<file path="src/rtl/core/gms_pkg.sv">
package gms_pkg;

    localparam int DIM_W     = 12;
    localparam int PIX_W     = 8;
    localparam int TAPS      = 9;
    localparam int TAP_W     = 4;
    localparam int RGB_SUM_W = 10;
    localparam int MEAN_SUM_W = 12;
    localparam int SQ_W      = 17;
    localparam int CFG_IDX_W = 2;

    localparam int DEF_MAX_WIDTH  = 2048;
    localparam int DEF_MAX_HEIGHT = 2048;
    localparam int DEF_COEF_BITS  = 4;

    localparam logic [DIM_W-1:0] DIM_RESET = 12'd512;
    localparam logic [PIX_W-1:0] PIX_MAX   = 8'd255;

    typedef enum logic [CFG_IDX_W-1:0] {
        CFG_FRAME_WIDTH  = 2'd0,
        CFG_FRAME_HEIGHT = 2'd1,
        CFG_KERNEL_X     = 2'd2,
        CFG_KERNEL_Y     = 2'd3
    } cfg_idx_t;

    typedef enum logic [3:0] {
        S_IDLE,
        S_GREY,
        S_MCHK,
        S_MTAP,
        S_MWAIT,
        S_MWR,
        S_OCHK,
        S_OTAP,
        S_OWAIT,
        S_OSQ,
        S_OSTART,
        S_OROOT,
        S_OUT
    } state_t;

    typedef struct packed {
        logic start;
        logic done;
    } root_ctl_t;

    // floor(s/3) for s up to 765
    function automatic logic [PIX_W-1:0] div3(input logic [RGB_SUM_W-1:0] s);
        logic [RGB_SUM_W+10-1:0] p;
        p = {10'd0, s} * 20'd683;
        return p[PIX_W+11-1:11];
    endfunction

    // floor(s/9) for s up to 2295
    function automatic logic [PIX_W-1:0] div9(input logic [MEAN_SUM_W-1:0] s);
        logic [MEAN_SUM_W+13-1:0] p;
        p = {13'd0, s} * 25'd7282;
        return p[PIX_W+16-1:16];
    endfunction

    function automatic logic [1:0] tap_row(input logic [TAP_W-1:0] t);
        logic [1:0] r;
        case (t)
            4'd0, 4'd1, 4'd2: r = 2'd0;
            4'd3, 4'd4, 4'd5: r = 2'd1;
            default:          r = 2'd2;
        endcase
        return r;
    endfunction

    function automatic logic [1:0] tap_col(input logic [TAP_W-1:0] t);
        logic [1:0] c;
        case (t)
            4'd0, 4'd3, 4'd6: c = 2'd0;
            4'd1, 4'd4, 4'd7: c = 2'd1;
            default:          c = 2'd2;
        endcase
        return c;
    endfunction

endpackage

</file>
<file path="src/rtl/core/gms_isqrt.sv">
module gms_isqrt
    import gms_pkg::*;
(
    input  logic                clk,
    input  logic                rst_n,
    input  root_ctl_t           ctl_in,
    input  logic [SQ_W-1:0]     value,
    output root_ctl_t           ctl_out,
    output logic [PIX_W-1:0]    root
);

    logic                busy_reg, busy_next;
    logic                done_reg, done_next;
    logic                big_reg, big_next;
    logic [2:0]          bit_reg, bit_next;
    logic [PIX_W-1:0]    root_reg, root_next;
    logic [SQ_W-2:0]     val_reg, val_next;
    logic [PIX_W-1:0]    cand;
    logic [2*PIX_W-1:0]  cand_sq;

    always_comb
    begin
        cand    = root_reg | (PIX_W'(1) << bit_reg);
        cand_sq = cand * cand;
    end

    always_comb
    begin
        busy_next = busy_reg;
        done_next = 1'b0;
        big_next  = big_reg;
        bit_next  = bit_reg;
        root_next = root_reg;
        val_next  = val_reg;
        if (ctl_in.start)
        begin
            busy_next = 1'b1;
            big_next  = value[SQ_W-1];
            bit_next  = 3'd7;
            root_next = '0;
            val_next  = value[SQ_W-2:0];
        end
        else if (busy_reg)
        begin
            if (cand_sq <= val_reg)
            begin
                root_next = cand;
            end
            bit_next = bit_reg - 3'd1;
            if (bit_reg == 3'd0)
            begin
                busy_next = 1'b0;
                done_next = 1'b1;
            end
        end
    end

    always_ff @(posedge clk or negedge rst_n)
    begin
        if (!rst_n)
        begin
            busy_reg <= 1'b0;
            done_reg <= 1'b0;
        end
        else
        begin
            busy_reg <= busy_next;
            done_reg <= done_next;
        end
    end

    always_ff @(posedge clk)
    begin
        big_reg  <= big_next;
        bit_reg  <= bit_next;
        root_reg <= root_next;
        val_reg  <= val_next;
    end

    // values of 2^16 and above have a root of at least 256
    assign root          = big_reg ? PIX_MAX : root_reg;
    assign ctl_out.done  = done_reg;
    assign ctl_out.start = busy_reg;

endmodule

</file>
<file path="config.mk">
export PLATFORM = sky130hd
export DESIGN_NAME = gms_isqrt
export DESIGN_NICKNAME = d
export VERILOG_FILES = /design/src/rtl/core/gms_pkg.sv /design/src/rtl/core/gms_isqrt.sv
export SDC_FILE = /design/constraint.sdc
export NUM_CORES = 1
export LEC_CHECK = 0
export BUFFER_PORTS_ARGS = -buffer_cell sky130_fd_sc_hd__buf_2
export CORE_ASPECT_RATIO = 0.8
export CORE_MARGIN = 8
export CORE_UTILIZATION = 35
export DETAILED_ROUTE_END_ITERATION = 10
export PLACE_DENSITY_LB_ADDON = 0.2
export SLEW_MARGIN = 10
export SYNTH_ARGS = -nofsm -noshare
export SYNTH_HDL_FRONTEND = slang
export SYNTH_SLANG_ARGS = --single-unit
</file>
<file path="constraint.sdc">
create_clock -name clk -period 6.2 [get_ports clk]
set_input_delay 0.93 -clock clk [delete_from_list [all_inputs] [get_ports clk]]
set_output_delay 0.93 -clock clk [all_outputs]
set_load 0.1 [all_outputs]
</file>
Word-level counts from Yosys, hierarchy flattened. Index checks and enable logic that the tools add are counted. W data, S select, Z words.

Register bits: 30. Input port bits: 21. Output and inout bits: 10.

Add/sub/neg operators: 1. Multipliers: 1. $lt $le $gt $ge: 1. Shift-type cells: 1. Multiplexer cells: 7. Bitwise operators: 1. Reduce and logical (&&, ||, !) cells: 2.

Operators with widths (number): $le A16 B16 Y1 (1); $mul A8 B8 Y16 (1); $mux W8 (1); $or A8 B8 Y8 (1); $shl A1 B3 Y8 const A (1); $mux W1 (6); $logic_not A3 Y1 (1); $sub A3 B1 Y3 const B (1); $reduce_and A2 Y1 (1).

Logic depth before layout (Yosys ltp). Gate-level depths: netlist of run 1.

Word-level depth: 5. Gate-level depth with buffers: 25.

Worst setup path after synthesis of run 1. OpenSTA, ideal clock, no wires.

Kind: reg2reg. Start: register bit_reg[0]. End: register root_reg[3]. Arrival: 5.849 ns. Data required time: 6.096 ns. Setup slack: 0.247 ns. Cell stages (with the launch flop): 23. Path buffers: 0. Path through: dfxtp_1 > inv_1 > ha_1 > a21oi_1 > or2_1 > inv_1 > fa_1 > fa_1 > inv_1 > fa_1 > fa_1 > inv_1 > ha_1 > o2111ai_1 > a31oi_2 > o221ai_1 > xnor2_1 > ha_1 > nand4_1 > nor2_1 > a221oi_2 > a21oi_4 > a2111oi_2.

Cells in the longest elaborated chain, start to end: 5.

RTL lines: from (decl) (line gms_isqrt.sv:15) `logic [2:0] bit_reg, bit_next;`; from (signal assigned) (line gms_isqrt.sv:75) `bit_reg <= bit_next;`; $shl A1 B3 Y8 * (line gms_isqrt.sv:23) `cand = root_reg | (PIX_W'(1) << bit_reg);`; $or A8 B8 Y8 * (line gms_isqrt.sv:23); $mul A8 B8 Y16 (line gms_isqrt.sv:24) `cand_sq = cand * cand;`; $le A16 B16 Y1 (line gms_isqrt.sv:45) `if (cand_sq <= val_reg)`; $reduce_and A2 Y1 (no source line); to (signal assigned) (line gms_isqrt.sv:76) `root_reg <= root_next;`; to (decl) (line gms_isqrt.sv:16) `logic [PIX_W-1:0] root_reg, root_next;`.

Every way passes the cells marked *; elsewhere a longest branch is shown, timed or not. A chain may end at the register's enable or synchronous reset.

Worst setup path in the final report of run 1.
Start: register bit_reg[0]. End: register root_reg[4].

The elaborated chain is that of the path after synthesis.

==> impl_metrics.ini, run 1 <==
[outcome]
run_status = completed

[run]
maxCapViolCount = 0

[place]
dp_hpwl_um = 5297
gp_congestion = 0.7641
placed_cells = 492
port_buffers = 29
dpl_cell_area_sq_um = 3565
place_ws_ns = -0.04550

[clock_network]
cts_sinks = 30
cts_tree = built
clk_pin_slew_ns = 0.05
cts_buffer_depth = 2
clock_latency_ns = 0.27
cts_root_buffer = clkbuf_16
h-tree-depth = 2
cts_buffers = 5

[grt]
grt_pass1_wl_um = 11180
grt_usage_pct = 11.04
grt_pass1_vias = 2449
antenna_found_initial = 0
grt_max_degree = 31
grt_remaining_overflow = 0

[floorplan]
ios = 31
die_h_um = 101.2
die-area_sq_um = 12390
die_w_um = 122.5
core_sq_um = 8921
rows = 31
start_util_pct = 35.58

[worst_hold_path]
hp-class = in -> async

[cells_and_area]
largest_register_ff_count = 16
diodes = 0
synthToLayoutAreaGrowth_pct = 31.49
nNetsFinal = 488
final_util_pct = 46.79
seqCellArea_sq_um = 792.0
fillers = 863
multi_input_area_sq_um = 2429
final_cells = 511
drive_gt1_share_pct = 32.32
fin_area_sq_um = 4174

[drt]
firstDrtPassIters = 5
wire_per_inst_um = 13.47
ant_nets = 0
viasPerCell = 4.712
drcViolationCount = 0
drt_iter0_drc = 65
vias = 2408
finalWirelength_um = 6885

[yosys]
synth_commonest_cells = inv_1 (69), ha_1 (47), nor2_1 (38), fa_1 (25), a21oi_1 (19)
async_flop_share_pct = 6.667
synth.distinct_cells = 46
synth_top_area_share_pct = 18.53
synth_area_leaders = ha_1 (19%), edfxtp_1 (16%), fa_1 (16%)
synth_seq_cells = 30
ys_warn_count = 0
ys_seq_area_share_pct = 24.60
ys.flop_type = edfxtp_1
synth_edf_count = 17
syn_nets = 431
avgSynthCellArea_sq_um = 9.391
synth_area_leader_cell = ha_1
synth_cells = 338
yosysMostFrequentCell = inv_1
netlist_area_sq_um = 3174

[critical_path]
critPathLaunchType = flip-flop
cp-end-kind = flip-flop
worst-setup-path-type = reg -> reg
r2r_cells = 24
worst-path-max-fanout = 8
cp.required_ns = 6.37
arrival_ns = 6.20

[timing]
finalSetupViolations = 0
worst_pin_slew_ns = 0.7644
max_slew_margin_pct = 49.04
clock.fmax_mhz = 165.9
finalClockSkew_ns = 0.005004
worst_slack_ns = 0.1720
maxSlewViolCount = 0
timing.final.hold_violations = 0
min_period_ns = 6.028
fin_crit_sh_pct = 97.23

[power]
vdd_drop_max_uv = 236.1
power_mw = 0.8844
power_density_nw_per_um2 = 211.9
power.leakage_nw = 2.000
per-layer routing:
layer | global-route usage (%) | wire length, um
met5 | 0 | 0
met1 | 15.36 | 3390
met2 | 17.49 | 3216
met4 | 2.243 | 53
met3 | 2.006 | 225
worst max-delay path, stage by stage, from the launching register on:
cell and delay [ns]:
dfxtp_4 0.37, inv_4 0.08, ha_4 0.16, a21oi_4 0.08, buf_4 0.15, or2_2 0.30
fa_1 0.54, inv_1 0.07, fa_1 0.48, fa_1 0.54, inv_1 0.06, fa_1 0.53
inv_1 0.06, ha_4 0.24, o21ai_4 0.17, a31oi_4 0.07, o41ai_4 0.33, xnor2_1 0.13
ha_1 0.32, nand4_1 0.21, nor2_2 0.08, a221oi_4 0.32, a21oi_4 0.10, buf_12 0.16
a2111oi_2 0.35
layout by cell type, fill, tap and decap left out, types with 6 or more instances in the layout:
cell      instances
inv_1            67
ha_1             41
nor2_1           31
buf_2            29
buf_4            25
fa_1             24
edfxtp_1         17
xnor2_1          12
a21oi_1          12
or2_2            11
nand2_1          10
dfxtp_1           8
a21o_1            6
o21ai_0           6
logic make-up after synthesis:
kind of cell	synth area share (%)
DFF	24.60
and+or+nand+nor	12.81
xor gates and xnor gates	4.690
buffers and inverters	9.381
adders and majority gates	34.29
other	0.2366
AOI/OAI and AO/OA	13.99
path summary, 6_finish.rpt:
| path | slack (ns) | endpoint | start |
|---|---|---|---|
| max | 0.17 | root_reg[4] | bit_reg[0] |
| min | 0.43 | busy_reg | rst_n |
| max reg2reg | 0.17 | root_reg[4] | bit_reg[0] |
| min reg2reg | 0.51 | root_reg[5] | root_reg[5] |
| max in group asynchronous | 5.68 | done_reg | rst_n |
| min in group clk | 0.51 | root_reg[5] | root_reg[5] |
layout make-up:
class | count | area share (%)
Clock buffer | 5 | 2.998
Clock inverter | 3 | 0.9592
Inverter | 71 | 6.505
Multi-Input combinational cell | 231 | 58.18
Sequential cell | 30 | 18.97
Tap cell | 115 | 3.447
Timing Repair Buffer | 56 | 8.933
timing repair:
item | in CTS | in global routing
hold buffers | 0 | 0
cloned | 0 | 0
endpoints found under the hold margin | 0 | 0
setup buffers | 0 | 11
gates resized for setup | 7 | 58
endpoints found under the setup margin | 7 | 8
pin swaps | 6 | 25
per-stage QoR:
step / setup TNS, ns / hold WS [ns]
floorplan: 0 / 0.4668
global placement: -0.01200 / 0.4875
detailed placement: -0.2230 / 0.4938
CTS: 0 / 0.4267
global route: -0.2630 / 0.4268
finish: 0 / 0.4272
power breakdown:
| group | switching, mW | leakage, nW | internal, mW |
|---|---|---|---|
| combinational | 0.222 | 1.64 | 0.150 |
| clock | 0.0822 | 0.0836 | 0.187 |
| sequential | 0.0147 | 0.279 | 0.228 |
(Power assumes the default switching activity.)
==> run 2, diff against run 1 <==
==> constraint.sdc (replaced) <==
create_clock -name clk -period 6.2 [get_ports clk]
set_input_delay 0.31 -clock clk [delete_from_list [all_inputs] [get_ports clk]]
set_output_delay 0.31 -clock clk [all_outputs]
set_load 0.1 [all_outputs]
==> run 2 against run 1 <==
Clock power about the same; sequential power about the same; cell count down 0.59%; final area down 3.4%; worst setup slack better by 0.043 ns; largest cell class unchanged; sequential share of layout area up 0.47 points; routed wire length down 4.7%.
==> impl_metrics.ini, run 2 (synthesis gave the netlist of run 1 again) <==
[outcome]
run_status = completed

[critical_path]
cp.required_ns = 6.37
critPathLaunchType = flip-flop
cp-end-kind = flip-flop
worst-setup-path-type = reg -> reg
worst-path-max-fanout = 8
arrival_ns = 6.15

[place]
gp_congestion = 0.7698
port_buffers = 29
dp_hpwl_um = 5161
place_ws_ns = -0.02214

[floorplan]
rows = 31
die-area_sq_um = 12390
core_sq_um = 8921
ios = 31
die_h_um = 101.2
start_util_pct = 35.58
die_w_um = 122.5

[grt]
grt_pass1_vias = 2419
grt_usage_pct = 10.76
grt_pass1_wl_um = 10820
grt_max_degree = 31
antenna_found_initial = 0
grt_remaining_overflow = 0

[cells_and_area]
synthToLayoutAreaGrowth_pct = 27.08
final_util_pct = 45.22
largest_register_ff_count = 16
final_cell_mix = inv_1 (67), ha_1 (42), nor2_1 (34)
drive_gt1_share_pct = 28.24
final_common_cell = inv_1
nNetsFinal = 485
fillers = 865
diodes = 0

[power]
vdd_drop_max_uv = 209.3
power_density_nw_per_um2 = 209.0
switching_share_pct = 35.57
p_seq_share_pct = 28.7
power_switching_mw = 0.2998
p_comb_share_pct = 39.4
p_int_mw = 0.5431
p_clk_share_pct = 31.9
power.leakage_nw = 1.957

[timing]
max_slew_margin_pct = 50.12
worst_slack_ns = 0.2152
maxSlewViolCount = 0
fin_crit_sh_pct = 96.53
timing.final.hold_violations = 0
finalClockSkew_ns = 0.002121
clock.fmax_mhz = 167.1
finalSetupViolations = 0
min_period_ns = 5.985
worst_pin_slew_ns = 0.7483

[drt]
vias = 2418
finalWirelength_um = 6561
firstDrtPassIters = 4
drcViolationCount = 0
viasPerCell = 4.760
ant_nets = 0
wire_per_inst_um = 12.92
drt_iter0_drc = 81

[clock_network]
cts_root_buffer = clkbuf_16
cts_buffers = 5
clk_pin_slew_ns = 0.05
cts_sinks = 30
h-tree-depth = 2
cts_buffer_depth = 2
cts_tree = built
clock_latency_ns = 0.27

[run]
maxCapViolCount = 0

[worst_hold_path]
hp-class = in -> reg
-- run 2: changes by cell type in the layout (fill, tap and decap cells not counted), moves of 2 or more --
cell	before	now
dfxtp_2	0	3
nor2_2	4	2
nor2_1	31	34
a21oi_1	12	14
a21oi_2	5	3
dfxtp_4	3	0
buf_4	25	22
-- run 2: per-stage QoR --
step           cell area [sq um]  setup TNS (ns)  std cells  hold slack (ns)  power (mW)
2_1_floorplan               3174               0        338          0.01441      0.4629
3_3_place_gp                3565               0        492          0.09793      0.5391
3_5_place_dp                3565        -0.04837        492          0.09684      0.5413
4_1_cts                     3757               0        501           0.2098      0.8169
5_1_grt                     4034         -0.1537        508           0.2029      0.8977
6_report                    4034               0        508           0.2134      0.8429
-- run 2: layout make-up --
type | instances | area [sq um] | area share (%)
Clock buffer | 5 | 125.1 | 3.102
Tap cell | 115 | 143.9 | 3.567
Multi-Input combinational cell | 231 | 2328 | 57.72
Sequential cell | 30 | 784.5 | 19.45
Clock inverter | 3 | 40.04 | 0.9926
Inverter | 71 | 271.5 | 6.731
Timing Repair Buffer | 53 | 340.3 | 8.437
-- run 2: power by group through the flow --
stage / Combinational [mW] / Clock [mW] / Sequential (mW)
after floorplan: 0.225 / 0 / 0.238
after global placement: 0.298 / 0 / 0.241
after detailed placement: 0.300 / 0 / 0.242
after CTS: 0.304 / 0.274 / 0.239
after global routing: 0.368 / 0.285 / 0.244
final: 0.332 / 0.269 / 0.242
-- run 2: critical path: stages (launching register included) --
cell       delay (ns)
dfxtp_2          0.41
ha_1             0.32
a21oi_4          0.13
or2_2            0.31
fa_1             0.53
inv_1            0.07
fa_1             0.50
fa_1             0.55
inv_1            0.06
fa_1             0.52
inv_1            0.07
ha_4             0.26
o21ai_4          0.17
a31oi_4          0.06
buf_4            0.16
o41ai_4          0.22
xnor2_1          0.13
ha_1             0.31
nand4_1          0.16
nor2_1           0.08
a221oi_2         0.33
a21oi_4          0.20
a2111oi_2        0.32
-- run 2: path summary, 6_finish.rpt --
check	startpoint	to	slack, ns	cells past startpoint
max	bit_reg[0]	root_reg[3]	0.22	22
max in group asynchronous	rst_n	busy_reg	5.76	2
min in group asynchronous	rst_n	done_reg	0.34	2
min	value[12]	val_reg[12]	0.21	1
max reg2reg	bit_reg[0]	root_reg[3]	0.22	22
min reg2reg	root_reg[4]	root_reg[4]	0.51	2
-- run 2: timing repair --
item,CTS,global route
cloned,0,0
pin swaps,1,19
hold buffers,1,0
resized for setup,5,39
setup endpoints to repair,7,8
buffers inserted,0,7
hold endpoints to repair,2,0
-- run 2: metal layers --
metal	vias to the layer above	GRT usage [%]	wire (um)
li1	1216	-	-
met1	1160	15.54	3410
met2	38	16.28	2940
met3	4	1.894	166
met4	0	2.430	44
met5	-	0	0
